--- src/sv/kps_pkg.sv ---
package kps_pkg;

  localparam int unsigned TimerWidth = 12;
  localparam int unsigned CountWidth = 4;
  localparam int unsigned CodeWidth  = 7;

  localparam logic [1:0] CFG_DEBOUNCE    = 2'd0;
  localparam logic [1:0] CFG_HOLD_EQUALS = 2'd1;
  localparam logic [1:0] CFG_HOLD_CLEAR  = 2'd2;
  localparam logic [1:0] CFG_THRESHOLD   = 2'd3;

  localparam logic [TimerWidth-1:0] DEBOUNCE_RESET    = 12'd100;
  localparam logic [TimerWidth-1:0] HOLD_EQUALS_RESET = 12'd400;
  localparam logic [TimerWidth-1:0] HOLD_CLEAR_RESET  = 12'd300;
  localparam logic [CountWidth-1:0] THRESHOLD_RESET   = 4'd10;

  localparam logic [3:0] KEY_EQUALS = 4'd13;
  localparam logic [3:0] KEY_CLEAR  = 4'd15;

  localparam logic [CodeWidth-1:0] CODE_NONE  = 7'h6E;
  localparam logic [CodeWidth-1:0] CODE_RESET = 7'h52;
  localparam logic [CodeWidth-1:0] CODE_NEW   = 7'h4E;

  typedef struct packed {
    logic [TimerWidth-1:0] debounce_ticks;
    logic [TimerWidth-1:0] hold_unit_equals;
    logic [TimerWidth-1:0] hold_unit_clear;
    logic [CountWidth-1:0] long_threshold;
  } kps_cfg_t;

  typedef struct packed {
    logic [3:0]           row_drive;
    logic                 key_valid;
    logic [CodeWidth-1:0] key_code;
    logic                 beep;
  } kps_result_t;

  function automatic logic [CodeWidth-1:0] key_ascii(input logic [3:0] key);
    logic [CodeWidth-1:0] code;
    unique case (key)
      4'd0:    code = 7'h2F;
      4'd1:    code = 7'h39;
      4'd2:    code = 7'h38;
      4'd3:    code = 7'h37;
      4'd4:    code = 7'h78;
      4'd5:    code = 7'h36;
      4'd6:    code = 7'h35;
      4'd7:    code = 7'h34;
      4'd8:    code = 7'h2D;
      4'd9:    code = 7'h33;
      4'd10:   code = 7'h32;
      4'd11:   code = 7'h31;
      4'd12:   code = 7'h2B;
      4'd13:   code = 7'h3D;
      4'd14:   code = 7'h30;
      default: code = 7'h63;
    endcase
    return code;
  endfunction

endpackage

--- src/sv/kps_if.sv ---
interface kps_cols_if;
  logic       valid;
  logic       ready;
  logic [3:0] columns;

  modport source (output valid, output columns, input ready);
  modport sink (input valid, input columns, output ready);
endinterface

interface kps_result_if;
  logic       valid;
  logic       ready;
  logic [3:0] row_drive;
  logic       key_valid;
  logic [6:0] key_code;
  logic       beep;

  modport source (output valid, output row_drive, output key_valid, output key_code,
                  output beep, input ready);
  modport sink (input valid, input row_drive, input key_valid, input key_code,
                input beep, output ready);
endinterface

--- src/sv/kps_ctrl.sv ---
module kps_ctrl (
  input  logic                 clk,
  input  logic                 rst,
  input  logic                 step,
  input  logic [3:0]           columns,
  input  kps_pkg::kps_cfg_t    cfg,
  output kps_pkg::kps_result_t result
);

  localparam logic [1:0] PH_IDLE     = 2'd0;
  localparam logic [1:0] PH_DEBOUNCE = 2'd1;
  localparam logic [1:0] PH_RELEASE  = 2'd2;
  localparam logic [1:0] PH_HOLDWAIT = 2'd3;

  logic [1:0]                      scan_row, scan_row_next;
  logic [1:0]                      phase, phase_next;
  logic [3:0]                      held_key, held_key_next;
  logic [kps_pkg::TimerWidth-1:0]  delay_timer, delay_timer_next;
  logic [kps_pkg::CountWidth-1:0]  hold_count, hold_count_next;

  logic [1:0]                      hit_col;
  logic                            is_eq, is_clr, is_long;
  logic [kps_pkg::TimerWidth-1:0]  unit, timer_dec;

  always_comb begin
    if (!columns[0]) begin
      hit_col = 2'd0;
    end else if (scan_row == 2'd3) begin
      hit_col = !columns[2] ? 2'd2 : (!columns[1] ? 2'd1 : 2'd3);
    end else begin
      hit_col = !columns[1] ? 2'd1 : (!columns[2] ? 2'd2 : 2'd3);
    end
  end

  assign is_eq     = (held_key == kps_pkg::KEY_EQUALS);
  assign is_clr    = (held_key == kps_pkg::KEY_CLEAR);
  assign is_long   = (hold_count >= cfg.long_threshold);
  assign unit      = is_eq ? cfg.hold_unit_equals : cfg.hold_unit_clear;
  assign timer_dec = (delay_timer != '0) ? delay_timer - 1'b1 : delay_timer;

  always_comb begin
    scan_row_next    = scan_row;
    phase_next       = phase;
    held_key_next    = held_key;
    delay_timer_next = delay_timer;
    hold_count_next  = hold_count;
    result.row_drive = ~(4'b0001 << scan_row);
    result.key_valid = 1'b0;
    result.key_code  = kps_pkg::CODE_NONE;
    result.beep      = 1'b0;
    unique case (phase) inside
      PH_IDLE: begin
        if (columns != 4'hF) begin
          held_key_next    = {scan_row, hit_col};
          result.beep      = 1'b1;
          hold_count_next  = '0;
          delay_timer_next = cfg.debounce_ticks;
          phase_next       = (cfg.debounce_ticks != '0) ? PH_DEBOUNCE : PH_RELEASE;
        end else begin
          scan_row_next = scan_row + 2'd1;
        end
      end
      PH_DEBOUNCE, PH_HOLDWAIT: begin
        delay_timer_next = timer_dec;
        if (timer_dec == '0) begin
          phase_next = PH_RELEASE;
        end
      end
      default: begin
        if (!columns[held_key[1:0]]) begin
          if (is_eq || is_clr) begin
            if (hold_count < cfg.long_threshold) begin
              hold_count_next = hold_count + 1'b1;
            end
            if (unit > 12'd1) begin
              delay_timer_next = unit - 1'b1;
              phase_next       = PH_HOLDWAIT;
            end
          end
        end else begin
          result.key_valid = 1'b1;
          if (is_eq && is_long) begin
            result.key_code = kps_pkg::CODE_RESET;
          end else if (is_clr && is_long) begin
            result.key_code = kps_pkg::CODE_NEW;
          end else begin
            result.key_code = kps_pkg::key_ascii(held_key);
          end
          hold_count_next  = '0;
          delay_timer_next = '0;
          scan_row_next    = '0;
          phase_next       = PH_IDLE;
        end
      end
    endcase
  end

  always_ff @(posedge clk) begin
    if (rst) begin
      scan_row    <= '0;
      phase       <= PH_IDLE;
      held_key    <= '0;
      delay_timer <= '0;
      hold_count  <= '0;
    end else if (step) begin
      scan_row    <= scan_row_next;
      phase       <= phase_next;
      held_key    <= held_key_next;
      delay_timer <= delay_timer_next;
      hold_count  <= hold_count_next;
    end
  end

endmodule

--- src/sv/keypad_scanner_long_press.sv ---
// A result is registered and presented in the cycle after its tick transaction is accepted.
// Throughput: one tick per cycle; a new tick enters in the cycle the previous result
// is taken, so a waiting result stalls the input.
// Reset (rst, synchronous, active high): scanning from row one, idle, timers and
// hold count cleared, registers at their default values, no result pending.
module keypad_scanner_long_press (
  input  logic                clk,
  input  logic                rst,
  input  logic                cfg_we,
  input  logic [1:0]          cfg_index,
  input  logic [11:0]         cfg_data,
  kps_cols_if.sink            cols_ch,
  kps_result_if.source        result_ch
);

  kps_pkg::kps_cfg_t    cfg;
  kps_pkg::kps_result_t step_result;
  kps_pkg::kps_result_t result;
  logic                 result_valid;
  logic                 step;

  assign cols_ch.ready = !result_valid || result_ch.ready;
  assign step          = cols_ch.valid && cols_ch.ready;

  always_ff @(posedge clk) begin
    if (rst) begin
      cfg.debounce_ticks   <= kps_pkg::DEBOUNCE_RESET;
      cfg.hold_unit_equals <= kps_pkg::HOLD_EQUALS_RESET;
      cfg.hold_unit_clear  <= kps_pkg::HOLD_CLEAR_RESET;
      cfg.long_threshold   <= kps_pkg::THRESHOLD_RESET;
    end else if (cfg_we) begin
      unique case (cfg_index)
        kps_pkg::CFG_DEBOUNCE:    cfg.debounce_ticks   <= cfg_data;
        kps_pkg::CFG_HOLD_EQUALS: cfg.hold_unit_equals <= cfg_data;
        kps_pkg::CFG_HOLD_CLEAR:  cfg.hold_unit_clear  <= cfg_data;
        default:                  cfg.long_threshold   <= cfg_data[3:0];
      endcase
    end
  end

  kps_ctrl u_ctrl (
    .clk     (clk),
    .rst     (rst),
    .step    (step),
    .columns (cols_ch.columns),
    .cfg     (cfg),
    .result  (step_result)
  );

  always_ff @(posedge clk) begin
    if (rst) begin
      result_valid <= 1'b0;
    end else if (step) begin
      result_valid <= 1'b1;
    end else if (result_ch.ready) begin
      result_valid <= 1'b0;
    end
  end

  always_ff @(posedge clk) begin
    if (step) begin
      result <= step_result;
    end
  end

  assign result_ch.valid     = result_valid;
  assign result_ch.row_drive = result.row_drive;
  assign result_ch.key_valid = result.key_valid;
  assign result_ch.key_code  = result.key_code;
  assign result_ch.beep      = result.beep;

endmodule
--- src/flat_wrapper.sv ---
// flat-port wrapper written by rule: the top's interface ports become plain ports
module keypad_scanner_long_press_flat 
  (clk, rst, cfg_we, cfg_index, cfg_data, cols_ch_valid, cols_ch_columns, cols_ch_ready, result_ch_valid, result_ch_row_drive, result_ch_key_valid, result_ch_key_code, result_ch_beep, result_ch_ready);
  kps_cols_if cols_ch_i ();
  kps_result_if result_ch_i ();
  input  logic clk;
  input  logic rst;
  input  logic cfg_we;
  input  logic [1:0] cfg_index;
  input  logic [11:0] cfg_data;
  input wire logic [$bits(cols_ch_i.valid)-1:0] cols_ch_valid;
  input wire logic [$bits(cols_ch_i.columns)-1:0] cols_ch_columns;
  output wire logic [$bits(cols_ch_i.ready)-1:0] cols_ch_ready;
  output wire logic [$bits(result_ch_i.valid)-1:0] result_ch_valid;
  output wire logic [$bits(result_ch_i.row_drive)-1:0] result_ch_row_drive;
  output wire logic [$bits(result_ch_i.key_valid)-1:0] result_ch_key_valid;
  output wire logic [$bits(result_ch_i.key_code)-1:0] result_ch_key_code;
  output wire logic [$bits(result_ch_i.beep)-1:0] result_ch_beep;
  input wire logic [$bits(result_ch_i.ready)-1:0] result_ch_ready;
  assign cols_ch_i.valid = cols_ch_valid;
  assign cols_ch_i.columns = cols_ch_columns;
  assign cols_ch_ready = cols_ch_i.ready;
  assign result_ch_valid = result_ch_i.valid;
  assign result_ch_row_drive = result_ch_i.row_drive;
  assign result_ch_key_valid = result_ch_i.key_valid;
  assign result_ch_key_code = result_ch_i.key_code;
  assign result_ch_beep = result_ch_i.beep;
  assign result_ch_i.ready = result_ch_ready;
  keypad_scanner_long_press u_core (.clk(clk), .rst(rst), .cfg_we(cfg_we), .cfg_index(cfg_index), .cfg_data(cfg_data), .cols_ch(cols_ch_i), .result_ch(result_ch_i));
endmodule
--- config.mk ---
export PLATFORM = sky130hd
export DESIGN_NAME = keypad_scanner_long_press_flat
export DESIGN_NICKNAME = d
export VERILOG_FILES = /design/src/sv/kps_pkg.sv /design/src/sv/kps_if.sv /design/src/sv/kps_ctrl.sv /design/src/sv/keypad_scanner_long_press.sv /design/src/flat_wrapper.sv
export SDC_FILE = /design/constraint.sdc
export NUM_CORES = 1
export LEC_CHECK = 0
export BUFFER_PORTS_ARGS = -buffer_cell sky130_fd_sc_hd__buf_2
export CORE_MARGIN = 5
export CORE_UTILIZATION = 60
export DETAILED_ROUTE_END_ITERATION = 10
export PLACE_DENSITY = 0.8
export RECOVER_POWER = 50
export SLEW_MARGIN = 20
export SYNTH_ARGS = -nofsm -noshare
export SYNTH_HDL_FRONTEND = slang
export SYNTH_SLANG_ARGS = --single-unit
--- constraint.sdc ---
create_clock -name clk -period 4.9 [get_ports clk]
set_input_delay 0.49 -clock clk [delete_from_list [all_inputs] [get_ports clk]]
set_output_delay 0.49 -clock clk [all_outputs]
set_load 0.1 [all_outputs]
* Yosys cells after proc, flatten, opt, wreduce, memory -nomap -nowiden *
Memories as Yosys holds them, arrays and structs flattened. A register that Yosys moved wholly into a read port is not among the register bits.
Index checks and enable logic that the tools add are counted.
W data, S select, Z words.

word-level totals
  register bits = 78
  memory bits (read-only) = 96
  input bits = 23
  output and inout port bits = 15
  logic and storage cells = 109
  memories kept = 1

operators by class
  add/sub/neg operators = 4
  magnitude comparators = 4
  eq/ne operators = 11
  shift-type cells = 1
  multiplexer cells = 38
  bitwise gates (word level) = 4
  reduce and logical (&&, ||, !) cells = 31

memory list
  memory            depth  width  read ports  clocked after memory_dff  write ports  RTL line       text
  (name not given)  16     6      1           1                         0            kps_pkg.sv:40  unique case (key)

operators with widths
  kind                     number
  $mux W12                 6
  $mux W2                  13
  $mux W4                  6
  $pmux W12 S2             1
  $reduce_bool A12 Y1      2
  $sub A12 B1 Y12 const B  2
  $mux W7                  2
  $gt A12 B1 Y1 const B    1
  $logic_not A12 Y1        1
  $reduce_and A5 Y1        2
  $eq A4 B4 Y1 const B     2
  $mux W8                  1
  $pmux W2 S2              2
  $pmux W4 S2              1
  $reduce_and A2 Y1        4
  $reduce_and A4 Y1        2
  $reduce_bool A4 Y1       2
  $eq A2 B2 Y1 const B     3
  $reduce_bool A3 Y1       2
  $reduce_or A3 Y1         2
  $reduce_or A6 Y1         1
  $mux W1                  5
  $add A4 B1 Y4 const B    1
  $eq A2 B1 Y1 const B     2
  19 further kinds         27

* Logic depth before layout (Yosys ltp) *
  depth after elaboration = 7
  depth in mapped cells = 13
  mapped depth without buffers = 11

* Cells and area by module *
A second synthesis with hierarchy kept.

second synthesis, totals
  cells, all modules = 530
  area, all modules = 4843.4 um^2

modules (own cells, without submodules)
  module                     instances  cells an instance  area an instance (um^2)  seq. area each (um^2)
  kps_ctrl                   1          356                2781.4                   600.6
  keypad_scanner_long_press  1          174                2062.0                   1211.2

* Worst setup path before layout *
No wires, ideal clock.

  path kind = flip-flop to flip-flop
  from = reg u_core.result_valid, in the netlist u_core.result_ch.valid
  to = reg (tool-made name)
  setup time = 134 ps
  arrival time = 3368 ps
  data required time = 4766 ps
  slack = 1398 ps
  cell stages (with the launch flop) = 9
  buffers on the path = 0
  clock period less this slack = 3502 ps
  cells stage by stage = dfxtp_1 -> nand2b_1 -> nand4_2 -> nand2_1 -> o21ai_0 -> nor2b_1 -> inv_1 -> ha_1 -> mux4_2

RTL lines
  element                   RTL line                         text
  start: declaration        keypad_scanner_long_press.sv:19  logic result_valid;
  start signal: assignment  keypad_scanner_long_press.sv:52  result_valid <= 1'b0;
  start signal: assignment  keypad_scanner_long_press.sv:54  result_valid <= 1'b1;
  start signal: assignment  keypad_scanner_long_press.sv:56  result_valid <= 1'b0;

==> impl_metrics.ini <==
[cells_and_area]
nets = 626
drive_gt1_share_pct = 13.05
post-route-util_pct = 66.69
antenna_cells = 0
area_delta_synth_final_pct = 8.025
finalNonFillerCells = 692
postLayoutCellArea_um2 = 5154

[synthesis]
yosys.area.top_type = dfxtp_1
postSynthNetCount = 608
ys_warn_count = 0
synth_top_cell_area_share_pct = 29.79
synth_cell_types = 65
synth_area_um2 = 4771
synth_edf_count = 13
synth_most_common_cell = nand2_1
synthCells = 567
postSynthAreaPerCell_um2 = 8.414
ys_async_sr_fraction_pct = 0
yosys-top-cells-count = nand2_1 (89), dfxtp_1 (71), a21oi_1 (48)
synthTopCellsByArea = dfxtp_1 (30%), edfxtp_1 (8.2%), nand2_1 (7.0%)
ys_ff_latch = 84
yosysSeqAreaShare_pct = 37.98
ys.flop_type = dfxtp_1

[die]
die_h_um = 99.17
die_area_um2 = 9835
fp-row-count = 32
initial_core_util_pct = 61.74
io-pin-count = 38
die_w_um = 99.17
core_area_um2 = 7727

[setup_path]
arrival_ps = 3700
cp-end-kind = flip-flop
cp_max_fo = 68
path_class = in -> reg
reg2regPathDepth = 10
start_kind = input pin
cp.required_ps = 5130

[clocking]
postCtsHoldBufs = 0
htree_num_levels = 3
cts_buffer_depth = 2
cts_root_buf = clkbuf_8
cts_sinks = 84
tritoncts.num_buffers = 9
cts_resized = 0
clkLatencyLatePin_ps = 350
cts_tree = done
clkTransAtPathRegs_ps = 90
postCtsSetupRepairBufs = 0

[global_routing]
gr-usage-all-layers_pct = 23.44
grt-ovfl-total = 0
grt_first_pass_wirelength_um = 18930
grt_max_degree = 69
grt_pass1_vias = 3927
antenna_found_initial = 0

[placed_design]
detailed_place_hpwl_um = 8362
dp_cells = 676
dp_slack_ps = 1691
placed_area_um2 = 4956
numPortBuffers = 37
gp_congestion = 0.8886

[outcome]
status = finished with violations
violations = max-capacitance violations, max-slew violations

[sta]
post-route-period-util_pct = 70.78
rsz0062_at_grt = no
fin_ws_ps = 1432
period_needed_ps = 3468
setup-tns-final_ps = 0
worst_pin_slew_ps = 2657
finClkSkew_ps = 9.244
setup_viol = 0
hold_viol = 0
slew_violations = 69
max_slew_margin_pct = -77.12
fmax_mhz = 288.3

[drt]
drt_wl_total_um = 11360
wl_per_cell_um = 16.42
final_antenna_net_count = 0
dr.pass1.iters = 5
drc = 0
drt-vias-per-instance = 6.012
vias = 4160
drt_iter0_markers = 334

[min_path]
holdPathStages = 3
hold_path.class = in -> reg

[run]
cap_viol_max_count = 1

[power]
peakVddDrop_uv = 198.9
p_leak_nw = 1.979
power_density_nw_per_um2 = 315.2
[per-layer routing]
| layer | wire [um] | track usage, % | up-vias |
|---|---|---|---|
| met5 | 0 | 0 | - |
| met4 | 152 | 7.248 | 0 |
| met3 | 765 | 3.086 | 18 |
| met2 | 5449 | 38.22 | 135 |
| met1 | 4995 | 32.41 | 1954 |
| li1 | - | - | 2053 |
[sequential cells by signal, indices dropped and copies added, names as in the netlist, named ones only]
register                    count
u_core.u_ctrl.scan_row          2
u_core.u_ctrl.phase             2
u_core.result_ch.valid          1
u_core.result_ch.row_drive      4
u_core.cfg                     40
u_core.result_ch.beep           1
u_core.u_ctrl.held_key          4
u_core.u_ctrl.delay_timer      12
u_core.result_ch.key_code       7
u_core.u_ctrl.hold_count        4
u_core.result_ch.key_valid      1
[final cells by class]
cell class	instances	area [um2]
Multi-Input combinational cell	420	2700
Tap cell	102	127.6
Sequential cell	84	1812
Clock inverter	7	75.07
Fill cell	669	2574
Clock buffer	9	123.9
Timing Repair Buffer	39	198.9
Inverter	31	116.4
[report_power, final]
| part | internal [mW] | switching (mW) |
|---|---|---|
| registers | 0.734 | 0.0477 |
| clock network | 0.239 | 0.258 |
| logic | 0.131 | 0.215 |
[critical path: stages]
cell and delay (ps):
clkbuf_1 1840, nor2b_1 310, inv_1 270, ha_1 220, inv_1 60, mux4_2 480
[metrics by stage]
step	total power, mW	hold WS (ps)
finish	1.624	370.2
global route	1.708	389.7
CTS	1.625	366.2
detailed placement	1.135	458.2
global placement	1.124	449.0
floorplan	1.058	435.4
[cell families after synthesis]
logic type	synth area share, %
compound gates	14.84
xor+xnor	3.672
fa+ha+maj	4.721
buf+inv	5.429
flops	37.98
mux	6.740
simple gates	26.62
[worst paths after layout]
check	from	end	slack, ps
setup / recovery	rst	flip-flop	1430
hold / removal	cfg_data[5]	u_core.cfg[9]$_SDFFE_PP1P_	370
setup reg to reg	u_core.u_ctrl.held_key[0]$_SDFFE_PP0P_	u_core.u_ctrl.delay_timer[0]$_SDFFE_PP0P_	1630
hold reg to reg	u_core.cfg[3]$_SDFFE_PP1P_	u_core.cfg[3]$_SDFFE_PP1P_	480
[layout by cell type, fill, tap and decap left out, types with 3 or more instances in the layout]
cell	n
a31oi_1	4
buf_2	36
ha_1	18
nand3_1	6
o31ai_1	3
a211oi_1	5
nand2_1	89
o211ai_1	3
a311oi_1	3
dfxtp_1	71
xor2_1	8
nor3b_1	5
mux2i_1	22
inv_1	31
or4_1	3
xnor2_1	12
o21ai_0	15
o22ai_1	6
nand2b_1	3
mux2_1	3
a211o_1	3
a21oi_1	48
nor3_1	17
clkbuf_8	9
or2_2	7
nor4_1	18
or3_1	9
nor2_1	39
nand3b_1	12
nor2b_1	4
nor4_2	3
edfxtp_1	13
and3_1	6
Power figures use the tool's default switching activity.
